$ cat src/rtl/core/dsc_pkg.sv
// Shared types and constants of the divisible substring counter.
// No dependencies; every other file imports this package.
`timescale 1ns / 1ps

package dsc_pkg;

  // field and register widths
  localparam int DIGIT_W    = 4;
  localparam int TOTAL_W    = 40;
  localparam int CNT_W      = 21;
  localparam int MOD_CFG_W  = 14;
  localparam int LEN_CFG_W  = 21;
  localparam int CFG_DATA_W = 21;

  // histogram epoch tag and front-to-back queue depth (power of two)
  localparam int EPOCH_W     = 8;
  localparam int QUEUE_DEPTH = 2;

  localparam logic [CNT_W-1:0] CNT_MAX = '1;

  // configuration register indexes
  typedef enum logic {
    CFG_MODULUS = 1'b0,
    CFG_LENGTH  = 1'b1
  } cfg_idx_t;

  // how the back end treats an item
  typedef enum logic {
    MODE_RESIDUE   = 1'b0,
    MODE_LASTDIGIT = 1'b1
  } mode_t;

  // classified item handed from front to back
  typedef struct packed {
    logic [DIGIT_W-1:0] digit;
    logic               last;
    mode_t              mode;
    logic               hit;
  } dsc_item_t;

endpackage

$ cat src/rtl/core/dsc_front.sv
// Front end: accepts digit items and classifies them for the back end.
// Depends on dsc_pkg.
`timescale 1ns / 1ps

module dsc_front import dsc_pkg::*; #(
  parameter int MAX_MODULUS = 16384
) (
  input  logic                                 in_tvalid,
  output logic                                 in_tready,
  input  logic [7:0]                           in_tdata,   // [3:0] digit
  input  logic                                 in_tlast,   // last
  input  logic [$clog2(MAX_MODULUS+1)-1:0]     m_i,
  input  logic                                 full_i,
  output logic                                 push_o,
  output dsc_item_t                            item_o
);

  localparam int MW = $clog2(MAX_MODULUS + 1);

  logic [DIGIT_W-1:0] digit;
  logic               is_two;
  logic               is_five;

  assign digit   = in_tdata[DIGIT_W-1:0];
  assign is_two  = (m_i == MW'(2));
  assign is_five = (m_i == MW'(5));

  // take an item whenever the queue has room
  assign in_tready = !full_i;
  assign push_o    = in_tvalid && !full_i;

  // moduli 2 and 5 only look at the last digit of each substring
  always_comb begin
    item_o.digit = digit;
    item_o.last  = in_tlast;
    item_o.mode  = (is_two || is_five) ? MODE_LASTDIGIT : MODE_RESIDUE;
    if (is_two) begin
      item_o.hit = !digit[0];
    end else begin
      item_o.hit = (digit == DIGIT_W'(0)) || (digit == DIGIT_W'(5));
    end
  end

endmodule

$ cat config.mk
export PLATFORM = sky130hd
export DESIGN_NAME = dsc_front
export DESIGN_NICKNAME = d
export VERILOG_FILES = /design/src/rtl/core/dsc_pkg.sv /design/src/rtl/core/dsc_front.sv
export SDC_FILE = /design/constraint.sdc
export NUM_CORES = 1
export LEC_CHECK = 0
export BUFFER_PORTS_ARGS = -buffer_cell sky130_fd_sc_hd__buf_2
export CORE_AREA = 4 4 41 43
export DETAILED_ROUTE_END_ITERATION = 10
export DIE_AREA = 0 0 45 47
export PLACE_DENSITY = 0.52
export SYNTH_ARGS = -nofsm -noshare
export SYNTH_HDL_FRONTEND = slang
export SYNTH_SLANG_ARGS = --single-unit
$ cat constraint.sdc
create_clock -name vclk -period 1.1
set_clock_uncertainty 0.15 [all_clocks]
set_input_delay 0.055 -clock vclk [all_inputs]
set_output_delay 0.055 -clock vclk [all_outputs]
set_load 0.05 [all_outputs]
# After elaboration in Yosys (flattened, before gate mapping)

Cells that the tools add are included.

Equal/unequal tests: 3
Mux-type cells: 2
Reductions and logical operators: 6

Operators by type and width:

| cell                  | count |
|---|---|
| $eq A15 B2 Y1 const B | 1 |
| $eq A15 B3 Y1 const B | 1 |
| $eq A4 B3 Y1 const B  | 1 |
| $logic_not A4 Y1      | 1 |
| $logic_not A1 Y1      | 2 |
| $logic_or A1 B1 Y1    | 2 |
| $mux W1               | 2 |
| $logic_and A1 B1 Y1   | 1 |

Register bits: 0
Bits of input ports: 26
Output and inout port bits: 9
Word-level logic and storage cells: 11

# Longest topological paths before layout

Depth in word-level cells: 3
Gate-level depth with buffers: 3
Gate-level depth less buffers: 3

# Worst setup path before layout

Ideal clock, no wire load.

Path type: input port to output port
Start point: in in_tdata[0]
End point: out item_o[0] (netlist name)
Arrival: 1.306 ns
Required time: 0.895 ns
Setup slack: -0.411 ns
Stages: 3
Path buffers: 0
Cell sequence: xor2_1 > or3_1 > mux2i_1

RTL lines:

| what               | line            | source |
|---|---|---|
| start: declaration | dsc_front.sv:10 | `input logic [7:0] in_tdata,` |
| end: declaration   | dsc_front.sv:15 | `output dsc_item_t item_o` |

==> results_dict.tcl <==
set metrics [dict create \
    outcome "complete, but fails checks" \
    violations "negative setup slack" \
    max_slew_margin 0.647 \
    die_h_um 47 \
    worstSetupPathType "in -> out" \
    die_area_um2 2120 \
    route.met2.wl_um 263 \
    core-area_um2 1300 \
    grtUsageTotal 0.0725 \
    synthDistinctLibCells 13 \
    final_net_count 75 \
    setup_violations 2 \
    drive_above_1_share 0.787 \
    netlist.area_leader.share 0.248 \
    wl_met1_um 311 \
    grt_antenna_before_repair 0 \
    p_sw_uw 98.0 \
    clockBufferCount 0 \
    ys_seq_area_frac 0 \
    post_layout_nonfiller_instances 62 \
    sequential_group_share_of_total_power 0 \
    antenna-diode-count 0 \
    max_cap_viol_count 0 \
    finalWirelength_um 807 \
    synthesis.nets 44 \
    grt_setup_unrepaired "true" \
    combined_area_of_all_synthesized_cells_um2 151 \
    tightest_slew_ns 0.531 \
    flow.area_growth_from_synthesis_pct 156 \
    number_of_placed_instances_taps_included 58 \
    filler_cell_count 152 \
    cp_data_required_time_ns 0.89 \
    layout_setup_ws_ns -0.152 \
    min_delay_path_depth 2 \
    netSwitchingFraction 0.590 \
    storage_element_area_um2 0 \
    multi_input_area_um2 140 \
    worst_setup_path_end_kind "primary output" \
    core.rowCount 13 \
    port_buffers 29 \
    synthCells 18 \
    floorplan.io_pins 35 \
    gp_congestion 0.675 \
    drt-vias-per-instance 4.00 \
    report.final.slew_viol_count 0 \
    drt_iter0_drc 1 \
    die_width_um 45 \
    postLayoutCoreUtil 0.298 \
    route.detailed.wl_per_inst_um 13.0 \
    cell_internal_pwr_uw 68.2 \
    p_clk_frac 0 \
    p_leak_nw 0.205 \
    cp-start-kind "primary input" \
    worstPathMaxFanout 2 \
    seq_cells 0 \
    power.density_nw_per_um2 429 \
    grt_first_pass_wirelength_um 1100 \
    hold_slack_ns 0.264 \
    initial_standard_cell_utilization_of_the_core 0.116 \
    number_of_vias_in_the_routed_layout 248 \
    drc 0 \
    post-route-period-util 1.14 \
    mean_instance_size_in_the_synthesized_netlist_um2 8.41 \
    pwr-share-comb 1.000 \
    drt_pass1_iterations 2 \
    power.ir.vdd_worst_uv 166 \
    postLayoutCellArea_um2 388 \
    finalCriticalPeriod_ns 1.25 \
    met3_routed_wirelength_um 232 \
    fmax_mhz 799 \
    yosys_warnings 0 \
    netlist.top_cell.by_area "sky130_fd_sc_hd__buf_4" \
    synth_area_leaders "sky130_fd_sc_hd__buf_4 (25%), sky130_fd_sc_hd__nor4_2 (17%), sky130_fd_sc_hd__nor4_4 (14%)" \
    hold_path.class "in -> out" \
    report.final.hold_viol_count 0 \
    top_signal_layer_used "met3" \
    vias_in_the_first_global_route 262 \
    pin_count_of_the_biggest_net_entering_global_routing 3 \
    remaining_antenna_violation_count 0 \
    grt.overflow.total 0 \
    timing.setup.tns_ns -0.209 \
    placement.cell_area_um2 315 \
    worstPathArrival_ns 1.05 \
]
-- power by group through the flow --
stage / combinational, mW / clock [mW] / sequential, mW
global placement: 0.139 / 0 / 0
global route: 0.177 / 0 / 0
floorplan: 0.0892 / 0 / 0
finish: 0.166 / 0 / 0
CTS: 0.162 / 0 / 0
detailed placement: 0.140 / 0 / 0
-- worst paths after layout --
kind	slack, ns	to	startpoint
worst min-delay path	0.26	item_o[6]	in_tdata[3]
worst max-delay path	-0.15	item_o[0]	m_i[11]
-- kinds of logic after synthesis --
group,Yosys count,share of synthesized area
buffers and inverters,6,0.273
multiplexers,1,0.0661
AND/OR/NAND/NOR,9,0.529
XOR/XNOR,1,0.0579
AO/OA/AOI/OAI,1,0.0744
-- synth_stat cells (all sizes together) --
cell and number:
buf 5, inv 1, mux2i 1, nand2 1, nand4 1, nor2 1, nor2b 1, nor3b 1
nor4 3, o2111a 1, or3 1, xor2 1
-- metrics by stage --
stage                     power, mW  worst slack, ns
after global placement        0.139           -0.253
after CTS                     0.162           -0.165
after detailed placement      0.140           -0.278
after global routing          0.177           -0.203
after floorplan              0.0892          -0.0319
final                         0.166           -0.152
-- final cells by class --
| cell class | count | share of cell area |
|---|---|---|
| tap | 15 | 0.0484 |
| multi-input combinational | 12 | 0.361 |
| inverter | 1 | 0.00968 |
| timing repair buffer | 34 | 0.581 |
-- cells in the final DEF (no fill, tap or decap), types with 3 or more instances in the layout --
cell,Yosys,routed
sky130_fd_sc_hd__buf_2,0,23
sky130_fd_sc_hd__nor4_4,1,3
sky130_fd_sc_hd__buf_6,0,6
sky130_fd_sc_hd__buf_4,5,4
-- timing repair --
action | 4_1_cts | 5_1_grt
hold buffers | 1 | 0
endpoints found under the hold margin | 1 | 0
pin swaps | 3 | 5
gates resized for setup | 7 | 2
setup endpoints to repair | 2 | 3
setup buffers | 1 | 2
-- metal layers --
layer / GRT usage / up-vias
li1: - / 120
met1: 0.0926 / 98
met2: 0.0989 / 30
met3: 0.0613 / 0
met4: 0 / 0
met5: 0 / -
-- critical path, stage by stage --
cell                      delay (ns)
sky130_fd_sc_hd__buf_2          0.12
sky130_fd_sc_hd__nor4_4         0.28
sky130_fd_sc_hd__nand4_1        0.20
sky130_fd_sc_hd__mux2i_4        0.24
sky130_fd_sc_hd__buf_6          0.15
Note: power is estimated with default switching activity, not from simulation.
