### src/rtl/core/dsc_pkg.sv
// Shared types and constants of the divisible substring counter.
// No dependencies; every other file imports this package.
`timescale 1ns / 1ps

package dsc_pkg;

  // field and register widths
  localparam int DIGIT_W    = 4;
  localparam int TOTAL_W    = 40;
  localparam int CNT_W      = 21;
  localparam int MOD_CFG_W  = 14;
  localparam int LEN_CFG_W  = 21;
  localparam int CFG_DATA_W = 21;

  // histogram epoch tag and front-to-back queue depth (power of two)
  localparam int EPOCH_W     = 8;
  localparam int QUEUE_DEPTH = 2;

  localparam logic [CNT_W-1:0] CNT_MAX = '1;

  // configuration register indexes
  typedef enum logic {
    CFG_MODULUS = 1'b0,
    CFG_LENGTH  = 1'b1
  } cfg_idx_t;

  // how the back end treats an item
  typedef enum logic {
    MODE_RESIDUE   = 1'b0,
    MODE_LASTDIGIT = 1'b1
  } mode_t;

  // classified item handed from front to back
  typedef struct packed {
    logic [DIGIT_W-1:0] digit;
    logic               last;
    mode_t              mode;
    logic               hit;
  } dsc_item_t;

endpackage

### src/rtl/core/dsc_queue.sv
// Short queue of classified items between front and back end.
// Depends on dsc_pkg.
`timescale 1ns / 1ps

module dsc_queue import dsc_pkg::*; (
  input  logic      clk,
  input  logic      rst_n,
  input  logic      push_i,
  input  dsc_item_t push_item_i,
  output logic      full_o,
  output logic      valid_o,
  output dsc_item_t head_o,
  input  logic      pop_i
);

  localparam int PW = (QUEUE_DEPTH > 1) ? $clog2(QUEUE_DEPTH) : 1;
  localparam int CW = $clog2(QUEUE_DEPTH + 1);

  dsc_item_t         slot_r [QUEUE_DEPTH];
  logic [PW-1:0]     wr_ptr_r, wr_ptr_nxt;
  logic [PW-1:0]     rd_ptr_r, rd_ptr_nxt;
  logic [CW-1:0]     count_r, count_nxt;
  logic              do_push;
  logic              do_pop;

  assign full_o  = (count_r == CW'(QUEUE_DEPTH));
  assign valid_o = (count_r != '0);
  assign head_o  = slot_r[rd_ptr_r];
  assign do_push = push_i && !full_o;
  assign do_pop  = pop_i && valid_o;

  // pointer and fill bookkeeping
  always_comb begin
    wr_ptr_nxt = do_push ? wr_ptr_r + PW'(1) : wr_ptr_r;
    rd_ptr_nxt = do_pop  ? rd_ptr_r + PW'(1) : rd_ptr_r;
    count_nxt  = count_r;
    if (do_push && !do_pop) begin
      count_nxt = count_r + CW'(1);
    end else if (do_pop && !do_push) begin
      count_nxt = count_r - CW'(1);
    end
  end

  always_ff @(posedge clk) begin
    if (!rst_n) begin
      wr_ptr_r <= '0;
      rd_ptr_r <= '0;
      count_r  <= '0;
    end else begin
      wr_ptr_r <= wr_ptr_nxt;
      rd_ptr_r <= rd_ptr_nxt;
      count_r  <= count_nxt;
    end
  end

  // item storage
  always_ff @(posedge clk) begin
    if (do_push) begin
      slot_r[wr_ptr_r] <= push_item_i;
    end
  end

endmodule

### config.mk
export PLATFORM = sky130hd
export DESIGN_NAME = dsc_queue
export DESIGN_NICKNAME = d
export VERILOG_FILES = /design/src/rtl/core/dsc_pkg.sv /design/src/rtl/core/dsc_queue.sv
export SDC_FILE = /design/constraint.sdc
export NUM_CORES = 1
export LEC_CHECK = 0
export BUFFER_PORTS_ARGS = -buffer_cell sky130_fd_sc_hd__buf_2
export CAP_MARGIN = 15
export CORE_UTILIZATION = 44
export CTS_CLUSTER_SIZE = 20
export DETAILED_ROUTE_END_ITERATION = 8
export PLACE_DENSITY = 0.72
export REMOVE_ABC_BUFFERS = 1
export SKIP_CTS_REPAIR_TIMING = 1
export SLEW_MARGIN = 10
export SYNTH_ARGS = -nofsm -noshare
export SYNTH_HDL_FRONTEND = slang
export SYNTH_SLANG_ARGS = --single-unit
### constraint.sdc
create_clock -name clk -period 1.5 [get_ports clk]
set_input_delay 0.075 -clock clk [delete_from_list [all_inputs] [get_ports clk]]
set_output_delay 0.075 -clock clk [all_outputs]
set_load 0.01 [all_outputs]
* After elaboration in Yosys (flattened, before gate mapping)
Memory sizes are Yosys's and may differ from the RTL's. A register that Yosys moved wholly into a read port is not among the register bits.
Cells that the tools add are included.
** Word-level totals
- Output and inout port bits :: 9
- Input bits :: 11
- Register bits after elaboration :: 4
- Memories kept :: 1
- Bits in writable memories :: 14
** Memory list
- slot_r :: words 2, bits a word 7, read ports 1, clocked after Yosys merged registers in 1, wr ports 1, RTL line dsc_queue.sv:19 : dsc_item_t slot_r [QUEUE_DEPTH];
** Operators by class
- Equality and inequality tests :: 1
- $add $sub $neg :: 4
- Reduce and logical (&&, ||, !) cells :: 9
- Multiplexer cells :: 6
** Operator list (count)
- $logic_and 1x1->1 :: 4
- $mux 1 :: 4
- $mux 2 :: 2
- $reduce_bool 2->1 :: 2
- $logic_not 1->1 :: 3
- $add 1x1->1 const B :: 2
- $add 2x1->2 const B :: 1
- $eq 2x2->1 const B :: 1
- $sub 2x1->2 const B :: 1

* Longest topological paths before layout
- Depth in word-level cells :: 7
- Mapped depth :: 7

* Worst setup path before layout
Ideal clock, no wire load.
- Path type :: reg2reg
- Start point :: reg count_r[0]
- End point :: reg count_r[1]
- Stages on the path, launching flop included :: 7
- Arrival :: 1473 ps
- Buffers on the path :: 0
- Setup slack :: -43 ps
- Required time :: 1430 ps
- Cell sequence :: dfxtp_1 -> nand2b_1 -> inv_1 -> nor2_1 -> ha_1 -> or3_1 -> a21oi_1
** Between the ends
- Cells in the longest elaborated chain, start to end :: 6
** Ends and longest elaborated chain
- start: declaration :: RTL line dsc_queue.sv:22 : logic [CW-1:0] count_r, count_nxt;
- start signal: assignment :: RTL line dsc_queue.sv:52 : count_r <= count_nxt;
- $eq 2x2->1 (*) :: RTL line dsc_queue.sv:26 : assign full_o = (count_r == CW'(QUEUE_DEPTH));
- named net full_o :: RTL line dsc_queue.sv:10 : output logic full_o,
- $logic_not 1->1 (*) :: RTL line dsc_queue.sv:29 : assign do_push = push_i && !full_o;
- $logic_and 1x1->1 (*) :: RTL line dsc_queue.sv:29
- named net do_push :: RTL line dsc_queue.sv:23 : logic do_push;
- $logic_not 1->1 :: RTL line dsc_queue.sv:39 : end else if (do_pop && !do_push) begin
- $logic_and 1x1->1 :: RTL line dsc_queue.sv:39
- $reduce_bool 2->1 (no line)
The timed path passes the listed nets; every way through them passes the cells marked *. The select of a mux whose other input is x is not followed.
A chain may end at the register's enable or synchronous reset.

* Worst setup path in the final report
- Start point :: reg count_r[0]
- End point :: reg count_r[1]
** Between the ends
- Cells in the longest elaborated chain, start to end :: 6
** Ends and longest elaborated chain (RTL line)
- $eq 2x2->1 (*) :: dsc_queue.sv:26
- $logic_not 1->1 (*) :: dsc_queue.sv:29
- $logic_and 1x1->1 (*) :: dsc_queue.sv:29
- named net do_push :: dsc_queue.sv:23
- $logic_not 1->1 :: dsc_queue.sv:39
- $logic_and 1x1->1 :: dsc_queue.sv:39
- $reduce_bool 2->1 (no line)
Marked as above.

==> flow_summary.ini <==
[run_status]
status = completed

[worst_setup_path]
worstPathCellList = nand2b_4, inv_2, nor2_1, ha_1, or3_4, a21oi_2
regToRegStartpoint = count_r[0]$_SDFFE_PN0P_
worst_path_largest_cell_delay_ps = 390
cpMaxStageDelayCell = or3_4
worst_setup_path_end_kind = register
worstPathArrival_ps = 1670
cp-startpoint = count_r[0]$_SDFFE_PN0P_
critPathRequiredTime_ps = 1730
critPathKind = register to register
cp-start-kind = register
critPathMaxFanout = 3

[timing]
slew_violations = 0
finalCriticalPeriod_ps = 1440
worst_slew_pin_slew_ps = 350
min_period_over_period_pct = 95.8
setup_tns_ps = 0
fmax_ghz = 0.696
slew_headroom_pct = 76.7
report.final.hold_viol_count = 0
finalSetupViolCount = 0
skew_ps = 3.82

[grt]
grt_first_pass_wirelength_um = 1680
antenna_found_initial = 0
track_usage_pct = 13.2
grt_overflow = 0
grt_pass1_vias = 411
grt_max_degree = 11

[drt]
routedWlPerCell_um = 12.0
drtPass1Iterations = 2
finalWirelength_um = 1200
drtIter0Drc = 6
antenna_left = 0
drc = 0
via_per_inst = 4.91
via_count = 491

[yosys]
synth_seq_cells = 19
synth_warnings = 0
avgSynthCellArea_um2 = 15.3
synth_area_um2 = 734
synth_cell_types = 17
ys_seq_area_share_pct = 70.9
synthCells = 48

[clock_network]
clk_path_buf_depth = 2
cts_sinks = 19
h-tree-depth = 1
worstSkewPairLatency_ps = 300
path_clk_slew_ps = 100
clockRootBuffer = clkbuf_4
cts_made_buffers = 3
cts_tree = built

[final_layout]
final_util_pct = 66.6
n_antenna_cell = 0
stdcell_area_um2 = 1010
syn2layout_area_growth_pct = 38.2
layout.nets = 97
drive_above_1_share_pct = 51.2

[floorplanning]
die_height_um = 42.9
die_x_um = 42.9
core-area_um2 = 1520
num_io_pins = 20
placementRows = 14
dieArea_um2 = 1840
initial_core_util_pct = 48.2

[power_and_ir_drop]
finalPower_mw = 1.61
leakage_nw = 0.428
p_per_area_nw_per_um2 = 1580
ir_drop_uv = 1170

[place]
placed_area_um2 = 890
dp_hpwl_um = 828
portBuffers = 19
gp_congestion = 0.700

[worst_hold_path]
hp-class = input port to register
min_from = push_i

[flow_run]
maxCapViolations = 0
## power breakdown
group	leakage (nW)	internal (mW)	switching, mW
Combinational	0.240	0.339	0.261
Clock	0.0150	0.104	0.151
Sequential	0.173	0.677	0.0723
## stage by stage
step / cells / setup slack (ps) / hold WS [ps]
after floorplan: 47 / -42.5 / 174
after global placement: 88 / 92.8 / 263
after detailed placement: 88 / 42.9 / 267
after CTS: 92 / 21.8 / -39.6
after global routing: 100 / -16.5 / 160
final: 100 / 62.6 / 141
## kinds of logic after synthesis
kind of cell | share of synthesized area, %
multiplexers | 10.7
AO/OA/AOI/OAI | 4.09
AND/OR/NAND/NOR | 6.82
adder cells (fa/ha/maj) | 1.70
XOR/XNOR | 3.58
buffers and inverters | 2.21
flip-flops | 70.9
## final timing paths
kind                                                 to  cells after the start  slack (ps)
worst min-delay path              wr_ptr_r$_SDFFE_PN0P_                      3         140
worst max-delay path            count_r[1]$_SDFFE_PN0P_                      6          60
worst min register to register                 register                      2         530
worst max register to register  count_r[1]$_SDFFE_PN0P_                      6          60
## critical path: cells and delay by family, from the launching register on
kind	cells	cell delay, ps
simple gates	3	560
flops	1	340
fa+ha+maj	1	300
compound gates	1	130
buf+inv	1	50
## cells in the final DEF, fill, tap and decap left out, types with 2 or more instances in the layout
cell / instances
dfxtp_1: 3
dlygate4sd3_1: 8
o21ai_1: 2
mux2_2: 7
buf_2: 19
edfxtp_1: 14
clkbuf_4: 3
nor2_1: 4
buf_4: 6
dfxtp_2: 2
xor2_1: 3
inv_1: 2
## area by class of cell
class                      count  area (um^2)
inverter                       3         11.3
tap                           16         20.0
multi-input combinational     25          214
timing repair buffer          33          220
sequential                    19          523
fill                         120          509
clock buffer                   4         26.3
## flip-flops by register name (all words and copies together), names as in the netlist, named ones only
name      cells
wr_ptr_r      1
rd_ptr_r      1
slot_r       14
count_r       2
## cell usage after synthesis
| master | count | area, um^2 |
|---|---|---|
| inv_1 | 3 | 11.3 |
| mux2_2 | 7 | 78.8 |
| edfxtp_1 | 14 | 420 |
| buf_2 | 1 | 5.00 |
| o21ai_0 | 2 | 10.0 |
| and3_1 | 1 | 6.26 |
| nand2b_1 | 1 | 6.26 |
| or2_2 | 1 | 6.26 |
| xor2_1 | 3 | 26.3 |
| nor3_2 | 1 | 10.0 |
| dfxtp_1 | 5 | 100 |
| a21oi_1 | 1 | 5.00 |
| ha_1 | 1 | 12.5 |
| or3_1 | 1 | 6.26 |
| o21a_1 | 1 | 7.51 |
| nor2_1 | 4 | 15.0 |
| a21boi_0 | 1 | 7.51 |
## routing by layer
metal	track usage (%)	wire, um	up-vias
met5	0	0	-
met4	11.3	31	0
met3	2.98	40	5
met2	20.3	607	13
met1	15.5	519	230
li1	-	-	243
Note: power is estimated with default switching activity, not from simulation.
