File: src/rtl/core/dsc_pkg.sv
// Shared types and constants of the divisible substring counter.
// No dependencies; every other file imports this package.
`timescale 1ns / 1ps

package dsc_pkg;

  // field and register widths
  localparam int DIGIT_W    = 4;
  localparam int TOTAL_W    = 40;
  localparam int CNT_W      = 21;
  localparam int MOD_CFG_W  = 14;
  localparam int LEN_CFG_W  = 21;
  localparam int CFG_DATA_W = 21;

  // histogram epoch tag and front-to-back queue depth (power of two)
  localparam int EPOCH_W     = 8;
  localparam int QUEUE_DEPTH = 2;

  localparam logic [CNT_W-1:0] CNT_MAX = '1;

  // configuration register indexes
  typedef enum logic {
    CFG_MODULUS = 1'b0,
    CFG_LENGTH  = 1'b1
  } cfg_idx_t;

  // how the back end treats an item
  typedef enum logic {
    MODE_RESIDUE   = 1'b0,
    MODE_LASTDIGIT = 1'b1
  } mode_t;

  // classified item handed from front to back
  typedef struct packed {
    logic [DIGIT_W-1:0] digit;
    logic               last;
    mode_t              mode;
    logic               hit;
  } dsc_item_t;

endpackage

File: src/rtl/core/dsc_resid.sv
// Residue unit: new suffix residue and next power of ten, both mod m.
// Bit-serial reduction when needed, then a multiply over the digit bits by compare-subtract.
// Depends on dsc_pkg.
`timescale 1ns / 1ps

module dsc_resid import dsc_pkg::*; #(
  parameter int MAX_MODULUS = 16384
) (
  input  logic                              clk,
  input  logic                              rst_n,
  input  logic                              start_i,
  input  logic [$clog2(MAX_MODULUS)-1:0]    s_i,
  input  logic [$clog2(MAX_MODULUS)-1:0]    p_i,
  input  logic [DIGIT_W-1:0]                digit_i,
  input  logic [$clog2(MAX_MODULUS+1)-1:0]  m_i,
  output logic                              done_o,
  output logic [$clog2(MAX_MODULUS)-1:0]    r_o,
  output logic [$clog2(MAX_MODULUS)-1:0]    p_next_o
);

  localparam int RW  = $clog2(MAX_MODULUS);
  localparam int BCW = (RW > 1) ? $clog2(RW) : 1;
  localparam int SW  = $clog2(DIGIT_W);
  localparam logic [DIGIT_W-1:0] TEN = DIGIT_W'(10);

  typedef enum logic [1:0] {
    R_IDLE,
    R_REDUCE,
    R_MUL,
    R_ADD
  } rstate_t;

  rstate_t            state_r, state_nxt;
  logic               done_r, done_nxt;
  logic [RW-1:0]      sh_s_r, sh_s_nxt;
  logic [RW-1:0]      sh_p_r, sh_p_nxt;
  logic [RW-1:0]      rem_s_r, rem_s_nxt;
  logic [RW-1:0]      rem_p_r, rem_p_nxt;
  logic [BCW-1:0]     bit_r, bit_nxt;
  logic [SW-1:0]      step_r, step_nxt;
  logic [DIGIT_W-1:0] digit_r, digit_nxt;
  logic [RW-1:0]      a_r, a_nxt;
  logic [RW-1:0]      b_r, b_nxt;
  logic [RW-1:0]      acc_d_r, acc_d_nxt;
  logic [RW-1:0]      acc_p_r, acc_p_nxt;
  logic [RW-1:0]      r_r, r_nxt;
  logic [RW-1:0]      pn_r, pn_nxt;
  logic [RW:0]        mx;
  logic [RW-1:0]      dbl_d, dbl_p;

  // one conditional subtract: x below 2m gives x mod m
  function automatic logic [RW-1:0] csub(input logic [RW:0] x, input logic [RW:0] m);
    logic [RW:0] d;
    d = (x >= m) ? x - m : x;
    return d[RW-1:0];
  endfunction

  assign mx       = (RW+1)'(m_i);
  assign done_o   = done_r;
  assign r_o      = r_r;
  assign p_next_o = pn_r;
  assign dbl_d    = csub({acc_d_r, 1'b0}, mx);
  assign dbl_p    = csub({acc_p_r, 1'b0}, mx);

  always_comb begin
    state_nxt = state_r;
    done_nxt  = 1'b0;
    sh_s_nxt  = sh_s_r;
    sh_p_nxt  = sh_p_r;
    rem_s_nxt = rem_s_r;
    rem_p_nxt = rem_p_r;
    bit_nxt   = bit_r;
    step_nxt  = step_r;
    digit_nxt = digit_r;
    a_nxt     = a_r;
    b_nxt     = b_r;
    acc_d_nxt = acc_d_r;
    acc_p_nxt = acc_p_r;
    r_nxt     = r_r;
    pn_nxt    = pn_r;
    unique case (state_r)
      R_IDLE: begin
        if (start_i) begin
          digit_nxt = digit_i;
          acc_d_nxt = '0;
          acc_p_nxt = '0;
          step_nxt  = SW'(DIGIT_W - 1);
          // stored residues are normally already below m
          if ((RW+1)'(s_i) < mx && (RW+1)'(p_i) < mx) begin
            a_nxt     = s_i;
            b_nxt     = p_i;
            state_nxt = R_MUL;
          end else begin
            sh_s_nxt  = s_i;
            sh_p_nxt  = p_i;
            rem_s_nxt = '0;
            rem_p_nxt = '0;
            bit_nxt   = BCW'(RW - 1);
            state_nxt = R_REDUCE;
          end
        end
      end
      R_REDUCE: begin
        // restoring remainder, one bit of s and p per cycle
        rem_s_nxt = csub({rem_s_r, sh_s_r[RW-1]}, mx);
        rem_p_nxt = csub({rem_p_r, sh_p_r[RW-1]}, mx);
        sh_s_nxt  = sh_s_r << 1;
        sh_p_nxt  = sh_p_r << 1;
        bit_nxt   = bit_r - BCW'(1);
        if (bit_r == '0) begin
          a_nxt     = rem_s_nxt;
          b_nxt     = rem_p_nxt;
          state_nxt = R_MUL;
        end
      end
      R_MUL: begin
        // Horner over digit bits: digit * b and ten * b, mod m
        acc_d_nxt = digit_r[step_r] ? csub({1'b0, dbl_d} + {1'b0, b_r}, mx) : dbl_d;
        acc_p_nxt = TEN[step_r] ? csub({1'b0, dbl_p} + {1'b0, b_r}, mx) : dbl_p;
        step_nxt  = step_r - SW'(1);
        if (step_r == '0) begin
          state_nxt = R_ADD;
        end
      end
      R_ADD: begin
        r_nxt     = csub({1'b0, a_r} + {1'b0, acc_d_r}, mx);
        pn_nxt    = acc_p_r;
        done_nxt  = 1'b1;
        state_nxt = R_IDLE;
      end
      default: state_nxt = R_IDLE;
    endcase
  end

  always_ff @(posedge clk) begin
    if (!rst_n) begin
      state_r <= R_IDLE;
      done_r  <= 1'b0;
    end else begin
      state_r <= state_nxt;
      done_r  <= done_nxt;
      sh_s_r  <= sh_s_nxt;
      sh_p_r  <= sh_p_nxt;
      rem_s_r <= rem_s_nxt;
      rem_p_r <= rem_p_nxt;
      bit_r   <= bit_nxt;
      step_r  <= step_nxt;
      digit_r <= digit_nxt;
      a_r     <= a_nxt;
      b_r     <= b_nxt;
      acc_d_r <= acc_d_nxt;
      acc_p_r <= acc_p_nxt;
      r_r     <= r_nxt;
      pn_r    <= pn_nxt;
    end
  end

endmodule

File: config.mk
export PLATFORM = sky130hd
export DESIGN_NAME = dsc_resid
export DESIGN_NICKNAME = d
export VERILOG_FILES = /design/src/rtl/core/dsc_pkg.sv /design/src/rtl/core/dsc_resid.sv
export SDC_FILE = /design/constraint.sdc
export NUM_CORES = 1
export LEC_CHECK = 0
export ABC_AREA = 1
export BUFFER_PORTS_ARGS = -buffer_cell sky130_fd_sc_hd__buf_2
export CAP_MARGIN = 20
export CORE_MARGIN = 3
export CORE_UTILIZATION = 50
export DETAILED_ROUTE_END_ITERATION = 7
export GPL_TIMING_DRIVEN = 1
export PLACE_DENSITY = 0.78
export SETUP_SLACK_MARGIN = 0.05
export SKIP_CTS_REPAIR_TIMING = 1
export SLEW_MARGIN = 5
export SYNTH_ARGS = -nofsm -noshare
export SYNTH_HDL_FRONTEND = slang
export SYNTH_SLANG_ARGS = --single-unit
File: constraint.sdc
create_clock -name clk -period 6.5 [get_ports clk]
set_input_delay 0.65 -clock clk [delete_from_list [all_inputs] [get_ports clk]]
set_output_delay 0.65 -clock clk [all_outputs]
set_load 0.02 [all_outputs]
### Word level (Yosys, flattened, before mapping)

Index checks and enable logic that the tools add are counted.

* equal/unequal tests: 8
* add/subtract/negate cells: 12
* order comparisons: 10
* reduce and logical (&&, ||, !) cells: 12
* muxes and demuxes: 45

Operators with widths (count)
* two-way mux 14 bit: 22
* case mux 14 bit (2 select lines): 8
* >= comparator 15 bit: 7
* subtractor 14 bit: 7
* adder 14 x 14 -> 15 bit: 3
* less-than comparator 14 x 15 -> 1 bit: 2
* two-way mux 2 bit: 5
* != test 2 bit (second input constant): 5
* AND reduction 3 bit: 3
* two-way mux 4 bit: 2
* case mux 2 bit (4 select lines): 1
* case mux 4 bit (2 select lines): 1
* AND reduction 5 bit: 1
* binary-select mux 1 bit (select 2 bit): 2
* == test 2 bit (second input constant): 2
* logical NOT 2 bit: 2
* logical NOT 4 bit: 1
* case mux 2 bit (2 select lines): 1
* AND reduction 4 bit: 1
* nonzero test 2 bit: 2
* subtractor 4 x 1 -> 4 bit (second input constant): 1
* less-than comparator 2 x 3 -> 1 bit (second input constant): 1
* two-way mux 1 bit: 3
* == test 2 x 1 -> 1 bit (second input constant): 1
* other kinds (3): 3

* flip-flop bits (word level): 153
* output and inout port bits: 29

### Depth between registers and ports, before layout

* word-level depth: 7
* mapped depth: 35
* gate-level depth less buffers: 34

### Worst setup path before layout

OpenSTA, ideal clock, no wires.

* path type: in2reg
* from: input m_i[1]
* to: register acc_p_r[8] (data pin)
* required time: 6230 ps
* buffers on the path: 2
* setup slack: 1753 ps
* setup time: 270 ps
* data arrival time: 4477 ps
* stages: 29
* cells stage by stage: inv_1 -> ha_1 -> ha_1 -> inv_1 -> nor2_1 -> nand4_2 -> nand3_4 -> buf_6 -> nand2_2 -> and2_1 -> fa_1 -> nand3_1 -> nand3_1 -> nand2_1 -> nand3_1 -> xor2_1 -> inv_1 -> ha_1 -> nand2_1 -> nand2_1 -> nand2_1 -> nand2_1 -> a21oi_1 -> nand3_2 -> inv_2 -> buf_6 -> nand2_1 -> nand3_1 -> a21oi_1

* word-level cells in the longest chain between the ends: 7

Ends and longest elaborated chain
* start: declaration: line dsc_resid.sv:15 `input logic [$clog2(MAX_MODULUS+1)-1:0] m_i,`
* subtractor 14 bit or >= comparator 15 bit (tied branches): line dsc_resid.sv:54 `d = (x >= m) ? x - m : x;`
* two-way mux 14 bit: line dsc_resid.sv:54
* adder 14 x 14 -> 15 bit: line dsc_resid.sv:119 `acc_p_nxt = TEN[step_r] ? csub({1'b0, dbl_p} + {1'b0, b_r}, mx) : dbl_p;`
* subtractor 14 bit or >= comparator 15 bit (tied branches): line dsc_resid.sv:54
* two-way mux 14 bit: line dsc_resid.sv:54
* two-way mux 14 bit (*): line dsc_resid.sv:119
* case mux 14 bit (2 select lines) (*): line dsc_resid.sv:81 `unique case (state_r)`
* end signal: assignment: line dsc_resid.sv:152 `acc_p_r <= acc_p_nxt;`
* end: declaration: line dsc_resid.sv:45 `logic [RW-1:0] acc_p_r, acc_p_nxt;`

Every way passes the cells marked *; elsewhere a longest branch is shown, timed or not.
A chain may end at the register's enable or synchronous reset.

### Worst setup path after layout

* from: register acc_p_r[9]
* to: register acc_p_r[10] (data pin)

* word-level cells in the longest chain between the ends: 7

Ends and longest elaborated chain (line)
* subtractor 14 bit or >= comparator 15 bit (tied branches): dsc_resid.sv:54
* two-way mux 14 bit (*): dsc_resid.sv:54
* adder 14 x 14 -> 15 bit: dsc_resid.sv:119
* subtractor 14 bit or >= comparator 15 bit (tied branches): dsc_resid.sv:54
* two-way mux 14 bit: dsc_resid.sv:54
* two-way mux 14 bit (*): dsc_resid.sv:119
* case mux 14 bit (2 select lines) (*): dsc_resid.sv:81

Marks and branches as above.

==> results.json <==
{
  "yosysWarnings": 0,
  "hold_path_depth": 1,
  "wl_um": 50000,
  "vias_per_cell": 5.52,
  "fmax_ghz": 0.174,
  "syn_inst": 2265,
  "power_density_nw_per_um2": 601,
  "power.switching_mw": 5.78,
  "antenna_found_initial": 0,
  "cap_violations": 0,
  "seqPwrFrac_pct": 16.0,
  "dieWidth_um": 184,
  "tightest_slew_ns": 0.962,
  "layout_commonest_cell": "nand2_1",
  "core-area_um2": 30900,
  "skew_ns": 0.0126,
  "n_antenna_cell": 0,
  "first_iter_violations": 1674,
  "slew-limit-headroom_pct": 35.4,
  "die_area_um2": 33900,
  "seqCellArea_um2": 4560,
  "final-setup-viol-count": 0,
  "drc_errors": 0,
  "path_class": "register to register",
  "io_pins": 79,
  "placed_cells": 2738,
  "power_frac_comb_pct": 74.3,
  "drive_gt1_share_pct": 8.68,
  "clk_latency_ns": 0.46,
  "slowest_stage": "edfxtp_1",
  "holdWs_ns": 0.398,
  "cts_buffers": 17,
  "detail_route.wl_per_cell_um": 18.1,
  "critical_path.reg2reg.startpoint": "acc_p_r[9]",
  "io_buffers": 78,
  "firstDrtPassIters": 6,
  "syn_avg_cell_area_um2": 7.00,
  "cp_data_arrival_time_ns": 5.94,
  "cts-htree-levels": 4,
  "grt_max_degree": 63,
  "tns_ns": 0,
  "track_usage_pct": 29.6,
  "rsz0062_at_grt": "no",
  "r2r_slack_ns": 0.74,
  "hold_viol_final": 0,
  "clock-root-buffer": "clkbuf_16",
  "hold_path.class": "input port to register",
  "syn-cell-area_um2": 15900,
  "multi_input_area_um2": 9760,
  "power_mw": 10.4,
  "switching_share_pct": 55.4,
  "crit_fanout": 18,
  "dpl.hpwl_um": 40600,
  "synthesis.nets": 2504,
  "status": "complete, no violations",
  "clock_power_share_pct": 9.7,
  "synth.distinct_cells": 47,
  "r2r_end": "acc_p_r[10]",
  "die_h_um": 184,
  "stdcell_count": 2770,
  "endpoint": "acc_p_r[10]",
  "rows": 64,
  "cp-startpoint": "acc_p_r[9]",
  "fin_nets": 2600,
  "ant_nets": 0,
  "ir_drop_v": 0.000236,
  "n_fill_cell": 2964,
  "ys_async_sr_fraction_pct": 0,
  "r2r_cells": 28,
  "synth_edf_count": 150,
  "leakage_nw": 9.05,
  "ys_seq_elements": 153,
  "fin_crit_sh_pct": 88.6,
  "overflow": 0,
  "dr_total_vias": 15300,
  "gp_congestion": 1.00,
  "dpl-instance-area_um2": 16800,
  "cts_tree": "yes",
  "startpoint_type": "register",
  "synth_flop_cell": "edfxtp_1",
  "end_kind": "register",
  "critPathRequiredTime_ns": 6.68,
  "min_period_ns": 5.76,
  "syn2layout_area_growth_pct": 9.65,
  "slew_viol_final": 0,
  "grt_pass1_vias": 14400,
  "cts.sinks": 153,
  "most-common-layout-cells": "nand2_1, inv_1, nand3_1",
  "grt_pass1_wl_um": 77200,
  "initial_core_util_pct": 51.3,
  "p_int_mw": 4.66,
  "clk_path_buf_depth": 2,
  "synth_seq_area_share_pct": 28.8,
  "fin_area_um2": 17400,
  "path_clk_slew_ns": 0.08,
  "max_stage_delay_ns": 0.52
}
cells by family (layout without fill, tap and decap cells):
kind of cell | count (synthesis) | count (layout) | synth area share, %
AO/OA/AOI/OAI | 242 | 242 | 8.43
AND/OR/NAND/NOR | 1223 | 1223 | 33.7
XOR/XNOR | 72 | 72 | 3.98
adder cells (fa/ha/maj) | 189 | 189 | 15.4
flip-flops | 153 | 153 | 28.8
buffers and inverters | 386 | 495 | 9.68
critical path, delay by kind of cell (launching register included):
kind	cells	cell delay, ns
compound gates	5	0.75
fa+ha+maj	4	1.50
buf+inv	4	0.50
flops	1	0.52
simple gates	15	2.24
flip-flops by register name, summed over array words and instances (netlist names):
signal / flops
a_r: 14
acc_d_r: 14
acc_p_r: 14
b_r: 14
bit_r: 4
digit_r: 4
done_o: 1
p_next_o: 14
r_o: 14
rem_p_r: 14
rem_s_r: 14
sh_p_r: 14
sh_s_r: 14
state_r: 2
step_r: 2
power by group through the flow:
stage	Sequential (mW)	Combinational, mW	Clock, mW
2_1_floorplan	1.61	5.89	0
3_3_place_gp	1.68	7.56	0
3_5_place_dp	1.68	7.58	0
4_1_cts	1.66	7.63	1.03
5_1_grt	1.69	8.74	1.06
6_report	1.67	7.75	1.02
cell type report:
class / instances / area share [%]
Sequential cell: 153 / 26.3
Clock buffer: 17 / 2.45
Tap cell: 396 / 2.85
Clock inverter: 15 / 0.921
Multi-Input combinational cell: 1726 / 56.2
Inverter: 354 / 7.65
Timing Repair Buffer: 109 / 3.70
synth_stat cells (12+ instances only):
master / count / area (µm²)
nand2_1: 718 / 2700
inv_1: 344 / 1290
ha_1: 179 / 2240
nand3_1: 179 / 896
nor2_1: 170 / 638
edfxtp_1: 150 / 4500
a21oi_1: 134 / 671
nand4_1: 61 / 382
o21ai_0: 55 / 275
xor2_1: 39 / 342
xnor2_1: 33 / 289
and2_1: 28 / 175
o21bai_1: 16 / 120
nand2_2: 14 / 87.6
o21ai_1: 12 / 60.1
worst min-delay path by stage:
| stage | endpoint | from |
|---|---|---|
| after global routing | digit_r[1] | digit_i[1] |
| after global placement | p_next_o[11] | acc_p_r[11] |
| after detailed placement | p_next_o[10] | acc_p_r[10] |
| final | digit_r[1] | digit_i[1] |
| after CTS | digit_r[1] | digit_i[1] |
| after floorplan | p_next_o[13] | acc_p_r[13] |
layer usage:
layer / track usage (%) / vias to the layer above / routed length [µm]
li1: - / 7609 / -
met1: 40.6 / 6923 / 22300
met2: 46.1 / 647 / 21700
met3: 5.44 / 103 / 4100
met4: 12.2 / 0 / 1950
met5: 0 / - / 0
through the flow:
step	util, %	setup WS (ns)
5_1_grt	56.2	0.277
4_1_cts	56.2	0.784
3_5_place_dp	54.3	0.395
6_report	56.2	0.738
2_1_floorplan	-	1.75
3_3_place_gp	54.2	0.441
Note: power is estimated with default switching activity, not from simulation.
